==> config.mk <==
export PLATFORM = sky130hd
export DESIGN_NAME = clock_with_debounced_set_buttons_flat
export DESIGN_NICKNAME = d
export VERILOG_FILES = /design/src/cdb_pkg.sv /design/src/cdb_req_if.sv /design/src/cdb_rsp_if.sv /design/src/cdb_buttons.sv /design/src/clock_with_debounced_set_buttons.sv /design/src/flat_wrapper.sv
export SDC_FILE = /design/constraint.sdc
export NUM_CORES = 1
export LEC_CHECK = 0
export BUFFER_PORTS_ARGS = -buffer_cell sky130_fd_sc_hd__buf_4
export CAP_MARGIN = 20
export CORE_UTILIZATION = 45
export DETAILED_ROUTE_END_ITERATION = 8
export SLEW_MARGIN = 20
export SYNTH_ARGS = -nofsm -noshare
export SYNTH_HDL_FRONTEND = slang
export SYNTH_SLANG_ARGS = --single-unit
==> constraint.sdc <==
create_clock -name clock -period 17.1 [get_ports clock]
set_input_delay 3.42 -clock clock [delete_from_list [all_inputs] [get_ports clock]]
set_output_delay 3.42 -clock clock [all_outputs]
set_load 0.03 [all_outputs]
==> src/cdb_pkg.sv <==
`timescale 1ns / 1ps
`default_nettype none
// ----------------------------------------------------------------------------
// cdb_pkg
// Types, constants and time stepping helpers for the digital clock with
// debounced set buttons.
// ----------------------------------------------------------------------------
package cdb_pkg;

   // clock time, hours wrap at 99, minutes and seconds at 59
   typedef struct packed {
      logic [6:0] hours;
      logic [5:0] minutes;
      logic [5:0] seconds;
   } time_type;

   // button step requests for one tick, bit1 minute button, bit0 second button
   typedef struct packed {
      logic [1:0] pick;
      logic [1:0] rep;
   } step_req_type;

   // configuration register indexes
   localparam logic [1:0] CSR_TICK_LENGTH   = 2'd0;
   localparam logic [1:0] CSR_SECOND_LENGTH = 2'd1;
   localparam logic [1:0] CSR_DEBOUNCE      = 2'd2;
   localparam logic [1:0] CSR_REPEAT        = 2'd3;

   // configuration reset values
   localparam logic [7:0]  TICK_LENGTH_RST   = 8'd33;
   localparam logic [15:0] SECOND_LENGTH_RST = 16'd1000;
   localparam logic [15:0] DEBOUNCE_RST      = 16'd30;
   localparam logic [15:0] REPEAT_RST        = 16'd500;

   // button masks
   localparam logic [1:0] BTN_NONE = 2'b00;
   localparam logic [1:0] BTN_SEC  = 2'b01;
   localparam logic [1:0] BTN_MIN  = 2'b10;
   localparam logic [1:0] BTN_BOTH = 2'b11;

   // limits
   localparam logic [10:0] MILLIS_MAX = 11'd2047;
   localparam logic [15:0] ACC_MAX    = 16'hFFFF;
   localparam logic [5:0]  SIXTY_LAST = 6'd59;
   localparam logic [6:0]  HOUR_LAST  = 7'd99;

   function automatic time_type step_hour(input time_type t);
      time_type r;
      r = t;
      r.hours = (t.hours >= HOUR_LAST) ? 7'd0 : t.hours + 7'd1;
      return r;
   endfunction

   function automatic time_type step_min(input time_type t);
      time_type r;
      r = t;
      if (t.minutes >= SIXTY_LAST) begin
         r.minutes = 6'd0;
         r = step_hour(r);
      end else begin
         r.minutes = t.minutes + 6'd1;
      end
      return r;
   endfunction

   function automatic time_type step_sec(input time_type t);
      time_type r;
      r = t;
      if (t.seconds >= SIXTY_LAST) begin
         r.seconds = 6'd0;
         r = step_min(r);
      end else begin
         r.seconds = t.seconds + 6'd1;
      end
      return r;
   endfunction

   // both buttons step hours, else minute button wins over second button
   function automatic time_type step_field(input time_type t, input logic [1:0] mask);
      time_type r;
      r = t;
      priority if (mask == BTN_BOTH) r = step_hour(t);
      else if (mask[1])             r = step_min(t);
      else if (mask[0])             r = step_sec(t);
      else                          r = t;
      return r;
   endfunction

   // saturating 16 bit accumulate of one tick length
   function automatic logic [15:0] sat_add16(input logic [15:0] acc, input logic [7:0] inc);
      logic [16:0] sum;
      sum = {1'b0, acc} + {9'd0, inc};
      return sum[16] ? ACC_MAX : sum[15:0];
   endfunction

endpackage
`default_nettype wire

==> src/cdb_req_if.sv <==
`timescale 1ns / 1ps
`default_nettype none
// ----------------------------------------------------------------------------
// cdb_req_if
// Tick channel carrying the two set button levels.
// ----------------------------------------------------------------------------
interface cdb_req_if;
   logic valid;
   logic ready;
   logic minute_button;
   logic second_button;

   modport source (output valid, output minute_button, output second_button, input ready);
   modport sink   (input valid, input minute_button, input second_button, output ready);
endinterface
`default_nettype wire

==> src/cdb_rsp_if.sv <==
`timescale 1ns / 1ps
`default_nettype none
// ----------------------------------------------------------------------------
// cdb_rsp_if
// Result channel carrying the time after each tick and a changed flag.
// ----------------------------------------------------------------------------
interface cdb_rsp_if;
   logic       valid;
   logic       ready;
   logic [6:0] hours;
   logic [5:0] minutes;
   logic [5:0] seconds;
   logic       time_changed;

   modport source (output valid, output hours, output minutes, output seconds,
                   output time_changed, input ready);
   modport sink   (input valid, input hours, input minutes, input seconds,
                   input time_changed, output ready);
endinterface
`default_nettype wire

==> src/cdb_buttons.sv <==
`timescale 1ns / 1ps
`default_nettype none
// ----------------------------------------------------------------------------
// cdb_buttons
// Button sampling, debounce judging, press detection and auto-repeat.
// Gives the step requests of the current tick combinationally.
// ----------------------------------------------------------------------------
module cdb_buttons (
   input  wire logic                 clock,
   input  wire logic                 reset,
   input  wire logic                 tick,
   input  wire logic [1:0]           buttons,
   input  wire logic [7:0]           tick_length,
   input  wire logic [15:0]          debounce_ms,
   input  wire logic [15:0]          repeat_ms,
   output cdb_pkg::step_req_type     steps
);
   import cdb_pkg::*;

   logic        pending_ff, pending_in;
   logic [1:0]  sample_ff, sample_in;
   logic [15:0] deb_acc_ff, deb_acc_in;
   logic [1:0]  held_ff, held_in;
   logic [1:0]  rmask_ff, rmask_in;
   logic [15:0] racc_ff, racc_in;

   logic [15:0] deb_grown;
   logic [15:0] racc_grown;
   logic        judge;
   logic [1:0]  fresh;
   logic [1:0]  pick;
   logic [1:0]  rep;
   logic [1:0]  held_set;
   logic [1:0]  rmask_set;

   // judge, press detection and repeat for this tick
   always_comb begin
      deb_grown  = pending_ff ? sat_add16(deb_acc_ff, tick_length) : deb_acc_ff;
      racc_grown = (rmask_ff != BTN_NONE) ? sat_add16(racc_ff, tick_length) : racc_ff;
      judge      = pending_ff && (deb_grown > debounce_ms);
      fresh      = sample_ff & ~held_ff;

      priority if (fresh == BTN_BOTH) pick = BTN_BOTH;
      else if (fresh[1])             pick = BTN_MIN;
      else if (fresh[0])             pick = BTN_SEC;
      else                           pick = BTN_NONE;

      held_set  = held_ff | pick;
      rmask_set = (pick != BTN_NONE) ? pick : rmask_ff;

      held_in    = held_ff;
      rmask_in   = rmask_ff;
      racc_in    = racc_grown;
      rep        = BTN_NONE;
      pending_in = pending_ff;
      sample_in  = sample_ff;
      deb_acc_in = deb_grown;

      if (judge) begin
         held_in  = held_set & buttons;
         rmask_in = rmask_set;
         // a release inside the repeat mask stops auto-repeat
         if ((rmask_set & ~held_in) != BTN_NONE) begin
            rmask_in = BTN_NONE;
            racc_in  = 16'd0;
         end else if (rmask_set != BTN_NONE && racc_grown >= repeat_ms) begin
            racc_in = racc_grown - repeat_ms;
            rep     = rmask_set;
         end
      end

      // take a new sample when none is pending or the pending one was judged
      if (judge || !pending_ff) begin
         sample_in  = buttons;
         deb_acc_in = 16'd0;
         pending_in = 1'b1;
      end

      steps.pick = judge ? pick : BTN_NONE;
      steps.rep  = rep;
   end

   // button state registers
   always_ff @(posedge clock) begin
      if (reset) begin
         pending_ff <= 1'b0;
         sample_ff  <= BTN_NONE;
         deb_acc_ff <= 16'd0;
         held_ff    <= BTN_NONE;
         rmask_ff   <= BTN_NONE;
         racc_ff    <= 16'd0;
      end else if (tick) begin
         pending_ff <= pending_in;
         sample_ff  <= sample_in;
         deb_acc_ff <= deb_acc_in;
         held_ff    <= held_in;
         rmask_ff   <= rmask_in;
         racc_ff    <= racc_in;
      end
   end

endmodule
`default_nettype wire

==> src/clock_with_debounced_set_buttons.sv <==
`timescale 1ns / 1ps
`default_nettype none
// result: an accepted tick's result is held in the output register from the next cycle
// throughput: one tick per cycle; a new tick is taken while the result waits,
// as long as the output register is empty or being drained in the same cycle
// reset: synchronous; time, accumulators and button state clear to zero,
// configuration returns to 33 ms tick, 1000 ms second, 30 ms debounce, 500 ms repeat
// ----------------------------------------------------------------------------
// clock_with_debounced_set_buttons
// Digital clock advanced by timer ticks, with debounced set buttons that step
// seconds, minutes or hours and auto-repeat while held.
// ----------------------------------------------------------------------------
module clock_with_debounced_set_buttons (
   input  wire logic        clock,
   input  wire logic        reset,
   cdb_req_if.sink          req_ch,
   cdb_rsp_if.source        rsp_ch,
   input  wire logic        csr_we,
   input  wire logic [1:0]  csr_index,
   input  wire logic [15:0] csr_wdata
);
   import cdb_pkg::*;

   logic [7:0]   tick_len_ff;
   logic [15:0]  sec_len_ff;
   logic [15:0]  debounce_ff;
   logic [15:0]  repeat_ff;

   logic [10:0]  millis_ff, millis_in;
   time_type     time_ff, time_in;

   logic         rsp_valid_ff;
   time_type     rsp_time_ff;
   logic         rsp_changed_ff;

   logic         accept;
   logic [11:0]  millis_sum;
   logic [15:0]  millis_sat;
   logic [15:0]  millis_left;
   logic         sec_elapsed;
   time_type     time_a, time_b;
   logic         changed;
   step_req_type steps;

   // handshake
   assign req_ch.ready = !rsp_valid_ff || rsp_ch.ready;
   assign accept       = req_ch.valid && req_ch.ready;

   // button logic
   cdb_buttons u_buttons (
      .clock       (clock),
      .reset       (reset),
      .tick        (accept),
      .buttons     ({req_ch.minute_button, req_ch.second_button}),
      .tick_length (tick_len_ff),
      .debounce_ms (debounce_ff),
      .repeat_ms   (repeat_ff),
      .steps       (steps)
   );

   // millisecond accumulation and time update
   always_comb begin
      millis_sum  = {1'b0, millis_ff} + {4'd0, tick_len_ff};
      millis_sat  = {5'd0, (millis_sum[11] ? MILLIS_MAX : millis_sum[10:0])};
      sec_elapsed = millis_sat >= sec_len_ff;
      millis_left = millis_sat - sec_len_ff;
      millis_in   = sec_elapsed ? millis_left[10:0] : millis_sat[10:0];

      time_a  = sec_elapsed ? step_sec(time_ff) : time_ff;
      time_b  = step_field(time_a, steps.pick);
      time_in = step_field(time_b, steps.rep);
      changed = sec_elapsed || (steps.pick != BTN_NONE) || (steps.rep != BTN_NONE);
   end

   // configuration registers
   always_ff @(posedge clock) begin
      if (reset) begin
         tick_len_ff <= TICK_LENGTH_RST;
         sec_len_ff  <= SECOND_LENGTH_RST;
         debounce_ff <= DEBOUNCE_RST;
         repeat_ff   <= REPEAT_RST;
      end else if (csr_we) begin
         unique case (csr_index)
            CSR_TICK_LENGTH:   tick_len_ff <= csr_wdata[7:0];
            CSR_SECOND_LENGTH: sec_len_ff  <= csr_wdata;
            CSR_DEBOUNCE:      debounce_ff <= csr_wdata;
            CSR_REPEAT:        repeat_ff   <= csr_wdata;
            default:           ;
         endcase
      end
   end

   // time state
   always_ff @(posedge clock) begin
      if (reset) begin
         millis_ff <= 11'd0;
         time_ff   <= '0;
      end else if (accept) begin
         millis_ff <= millis_in;
         time_ff   <= time_in;
      end
   end

   // output register
   always_ff @(posedge clock) begin
      if (reset) begin
         rsp_valid_ff <= 1'b0;
      end else if (accept) begin
         rsp_valid_ff <= 1'b1;
      end else if (rsp_ch.ready) begin
         rsp_valid_ff <= 1'b0;
      end
   end

   always_ff @(posedge clock) begin
      if (accept) begin
         rsp_time_ff    <= time_in;
         rsp_changed_ff <= changed;
      end
   end

   assign rsp_ch.valid        = rsp_valid_ff;
   assign rsp_ch.hours        = rsp_time_ff.hours;
   assign rsp_ch.minutes      = rsp_time_ff.minutes;
   assign rsp_ch.seconds      = rsp_time_ff.seconds;
   assign rsp_ch.time_changed = rsp_changed_ff;

endmodule
`default_nettype wire
==> src/flat_wrapper.sv <==
// flat-port wrapper written by rule: the top's interface ports become plain ports
module clock_with_debounced_set_buttons_flat import cdb_pkg::*;
  (clock, reset, csr_we, csr_index, csr_wdata, req_ch_valid, req_ch_minute_button, req_ch_second_button, req_ch_ready, rsp_ch_valid, rsp_ch_hours, rsp_ch_minutes, rsp_ch_seconds, rsp_ch_time_changed, rsp_ch_ready);
  cdb_req_if req_ch_i ();
  cdb_rsp_if rsp_ch_i ();
  input  wire logic clock;
  input  wire logic reset;
  input  wire logic csr_we;
  input  wire logic [1:0] csr_index;
  input  wire logic [15:0] csr_wdata;
  input wire logic [$bits(req_ch_i.valid)-1:0] req_ch_valid;
  input wire logic [$bits(req_ch_i.minute_button)-1:0] req_ch_minute_button;
  input wire logic [$bits(req_ch_i.second_button)-1:0] req_ch_second_button;
  output wire logic [$bits(req_ch_i.ready)-1:0] req_ch_ready;
  output wire logic [$bits(rsp_ch_i.valid)-1:0] rsp_ch_valid;
  output wire logic [$bits(rsp_ch_i.hours)-1:0] rsp_ch_hours;
  output wire logic [$bits(rsp_ch_i.minutes)-1:0] rsp_ch_minutes;
  output wire logic [$bits(rsp_ch_i.seconds)-1:0] rsp_ch_seconds;
  output wire logic [$bits(rsp_ch_i.time_changed)-1:0] rsp_ch_time_changed;
  input wire logic [$bits(rsp_ch_i.ready)-1:0] rsp_ch_ready;
  assign req_ch_i.valid = req_ch_valid;
  assign req_ch_i.minute_button = req_ch_minute_button;
  assign req_ch_i.second_button = req_ch_second_button;
  assign req_ch_ready = req_ch_i.ready;
  assign rsp_ch_valid = rsp_ch_i.valid;
  assign rsp_ch_hours = rsp_ch_i.hours;
  assign rsp_ch_minutes = rsp_ch_i.minutes;
  assign rsp_ch_seconds = rsp_ch_i.seconds;
  assign rsp_ch_time_changed = rsp_ch_i.time_changed;
  assign rsp_ch_i.ready = rsp_ch_ready;
  clock_with_debounced_set_buttons u_core (.clock(clock), .reset(reset), .req_ch(req_ch_i), .rsp_ch(rsp_ch_i), .csr_we(csr_we), .csr_index(csr_index), .csr_wdata(csr_wdata));
endmodule
==> results.py <==
metrics = {
    "clock_network": {
        "holdBufCountCts": 0,
        "cts_root_buffer": "clkbuf_16",
        "cts.repair.resized": 0,
        "clock-sinks": 146,
        "clockBufferDepth": 2,
        "cts_setup_buffers": 0,
        "htreeDepth": 4,
        "cts_tree": "done",
        "clk_latency_ns": 0.44,
        "path_clk_slew_ns": 0.07,
        "cts_buffers": 17,
    },
    "synth": {
        "synth_edf_count": 20,
        "synth_cell_type_count": 99,
        "synth_top_cell_area_share_pct": 22.91,
        "synth_top_area_cell": "dfxtp_1",
        "synthArstFlopShare_pct": 0,
        "synth_seq_cells": 146,
        "synth_cells": 1412,
        "yosysWarnings": 0,
        "syn-num-nets": 1518,
        "syn_area_per_cell_um2": 7.798,
        "syn_area_um2": 11010,
        "seq_area_frac_synth_pct": 28.36,
        "ys.flop_type": "dfxtp_1",
        "synthTopCellsByArea": "dfxtp_1 23%, ha_1 8.6%, nand2_1 6.2%",
    },
    "timing": {
        "clock.fmax_mhz": 120.4,
        "setup_tns_ns": 0,
        "rsz0062_at_grt": "false",
        "worstMarginPinSlew_ns": 0.9785,
        "timing_hold_violations_final": 0,
        "skew_ns": 0.01379,
        "final.setup.worst_slack_ns": 8.797,
        "slew_violations": 0,
        "relSlewSlack_pct": 34.55,
        "finalSetupViolCount": 0,
        "period_needed_ns": 8.303,
        "period_share_pct": 48.56,
    },
    "route": {
        "detail-route-antenna-nets": 0,
        "vias": 10100,
        "drc_errors": 0,
        "first_pass_iters": 5,
        "drt-vias-per-instance": 5.749,
        "drt_iter0_markers": 514,
        "routed_wl_um": 29400,
        "post_drt_wl_per_cell_um": 16.74,
    },
    "setup_path": {
        "worstPathArrival_ns": 8.48,
        "end_kind": "flip-flop",
        "crit_slowest_cell": "a211oi_4",
        "cp-start-kind": "flip-flop",
        "slowest_delay_ns": 0.84,
        "crit_top_cell": "ha_1",
        "worst-path-max-fanout": 19,
        "cp_num_buf_inv": 2,
        "cpLargestDelayFamily": "compound AO/OA/AOI/OAI gates",
        "path_class": "flip-flop to flip-flop",
        "required_ns": 17.28,
    },
    "floorplanning": {
        "fp.dieH_um": 158.4,
        "rows": 56,
        "io_pins": 47,
        "die_width_um": 158.4,
        "initial_core_util_pct": 46.35,
        "dieArea_um2": 25100,
        "core_um2": 23750,
    },
    "layout": {
        "area_growth_pct": 10.30,
        "diodes": 0,
        "drive_gt1_share_pct": 11.27,
        "nets": 1530,
    },
    "global_route": {
        "grt_pass1_vias": 9250,
        "grt_pass1_wl_um": 47760,
        "grt_remaining_overflow": 0,
        "grt_max_degree": 70,
        "grt_antenna_before_repair": 0,
        "track_usage_pct": 24.37,
    },
    "flow_run": {
        "cap_violations": 0,
    },
    "power": {
        "power.internal_uw": 646.6,
        "power_frac_clock_pct": 40.4,
        "power_frac_comb_pct": 19.2,
        "finalPower_uw": 943.3,
        "p_sw_share_pct": 31.46,
        "ir_worst_vdd_mv": 0.05699,
        "power.density_nw_per_um2": 77.68,
        "power_leakage_nw": 4.921,
        "p_sw_uw": 296.8,
        "p_seq_share_pct": 40.3,
    },
    "place": {
        "dp_hpwl_um": 21390,
        "routabilityCongestion": 0.8967,
        "port_buffers": 46,
        "place_ws_ns": 8.729,
    },
    "min_path": {
        "hold_class": "flip-flop to flip-flop",
    },
    "status": {
        "status": "completed",
    },
}
## tightest hold or removal path: cells and delay by family, from the launching register on
family | cells | cell delay (ns)
compound gates | 1 | 0.05
flops | 1 | 0.31
simple gates | 1 | 0.05
## power by group through the flow
stage,sequential (mW),combinational [mW],clock (mW)
final,0.381,0.181,0.381
after global routing,0.383,0.202,0.402
after CTS,0.380,0.181,0.392
after detailed placement,0.388,0.180,0
after global placement,0.388,0.179,0
after floorplan,0.390,0.129,0
## final timing paths
kind	from	endpoint	slack (ns)	cells past startpoint
min	u_core.repeat_ff[14]	u_core.repeat_ff[14]	0.46	2
min reg2reg	u_core.repeat_ff[14]	u_core.repeat_ff[14]	0.46	2
max reg2reg	u_core.tick_len_ff[1]	u_core.rsp_ch.hours[2]	8.80	33
max	u_core.tick_len_ff[1]	u_core.rsp_ch.hours[2]	8.80	33
## synthesized netlist by cell type, drive strengths merged (9+ instances only)
cell / n
nand4: 16
nor2: 162
a21o: 17
or2: 21
o21a: 13
mux2: 17
nand2: 182
edfxtp: 20
ha: 76
nor4: 13
xor2: 12
and2: 9
a22oi: 33
dfxtp: 126
a21oi: 118
xnor2: 26
inv: 86
and3: 12
nand3: 43
nor2b: 21
nand2b: 19
o22a: 15
clkbuf: 51
o31ai: 11
mux2i: 13
o21ai: 60
nor3: 30
a211o: 16
o211ai: 14
nor3b: 9
a31oi: 17
o22ai: 9
a211oi: 14
## cells by family (layout without fill, tap and decap cells)
| logic type | Yosys count | after routing | share of synthesized area (%) |
|---|---|---|---|
| AND/OR/NAND/NOR | 564 | 564 | 24.48 |
| AO/OA/AOI/OAI | 407 | 407 | 26.33 |
| flip-flops | 146 | 146 | 28.36 |
| buffers and inverters | 145 | 170 | 5.136 |
| adder cells (fa/ha/maj) | 82 | 82 | 9.636 |
| XOR/XNOR | 38 | 38 | 3.023 |
| multiplexers | 30 | 30 | 3.034 |
## metrics by stage
stage	util, %	cells	area [um^2]	hold WS [ns]
final	51.13	1756	12140	0.4550
after global routing	51.13	1756	12140	0.4748
after CTS	51.10	1756	12140	0.4577
after detailed placement	48.68	1724	11560	0.4483
after global placement	48.67	1724	11560	0.4429
after floorplan	-	1412	11010	0.4362
## layout make-up
class                   instances  area (um^2)
fillers                      2351        11610
multi-input cells            1121         7332
flip-flops and latches        146         3123
clock buffers                  20        457.9
well taps                     319        399.1
repair buffers                 52        390.4
inverters                      86        324.1
clock inverters                12        117.6
## registers in the layout (all words and copies together), names as in the netlist, 7 cells and up
| name | flops |
|---|---|
| u_core.tick_len_ff | 8 |
| u_core.time_ff | 19 |
| u_core.debounce_ff | 16 |
| u_core.repeat_ff | 16 |
| u_core.sec_len_ff | 16 |
| u_core.rsp_ch.hours | 7 |
| u_core.u_buttons.racc_ff | 16 |
| u_core.u_buttons.deb_acc_ff | 16 |
| u_core.millis_ff | 11 |
## metal layers
metal / track usage (%) / wire length (um)
met1: 31.61 / 13780
met2: 41.75 / 13900
met3: 2.967 / 1131
met4: 7.967 / 590
met5: 0 / 0
## layout by cell type, fill, tap and decap left out, drive strengths merged, types with 21 or more instances in the layout
master / n
nand2: 182
nor2: 162
dfxtp: 126
a21oi: 118
inv: 93
ha: 76
o21ai: 60
buf: 52
nand3: 43
a22oi: 33
nor3: 30
xnor2: 26
nor2b: 21
or2: 21
No activity file was read; power rests on OpenSTA's default activity.
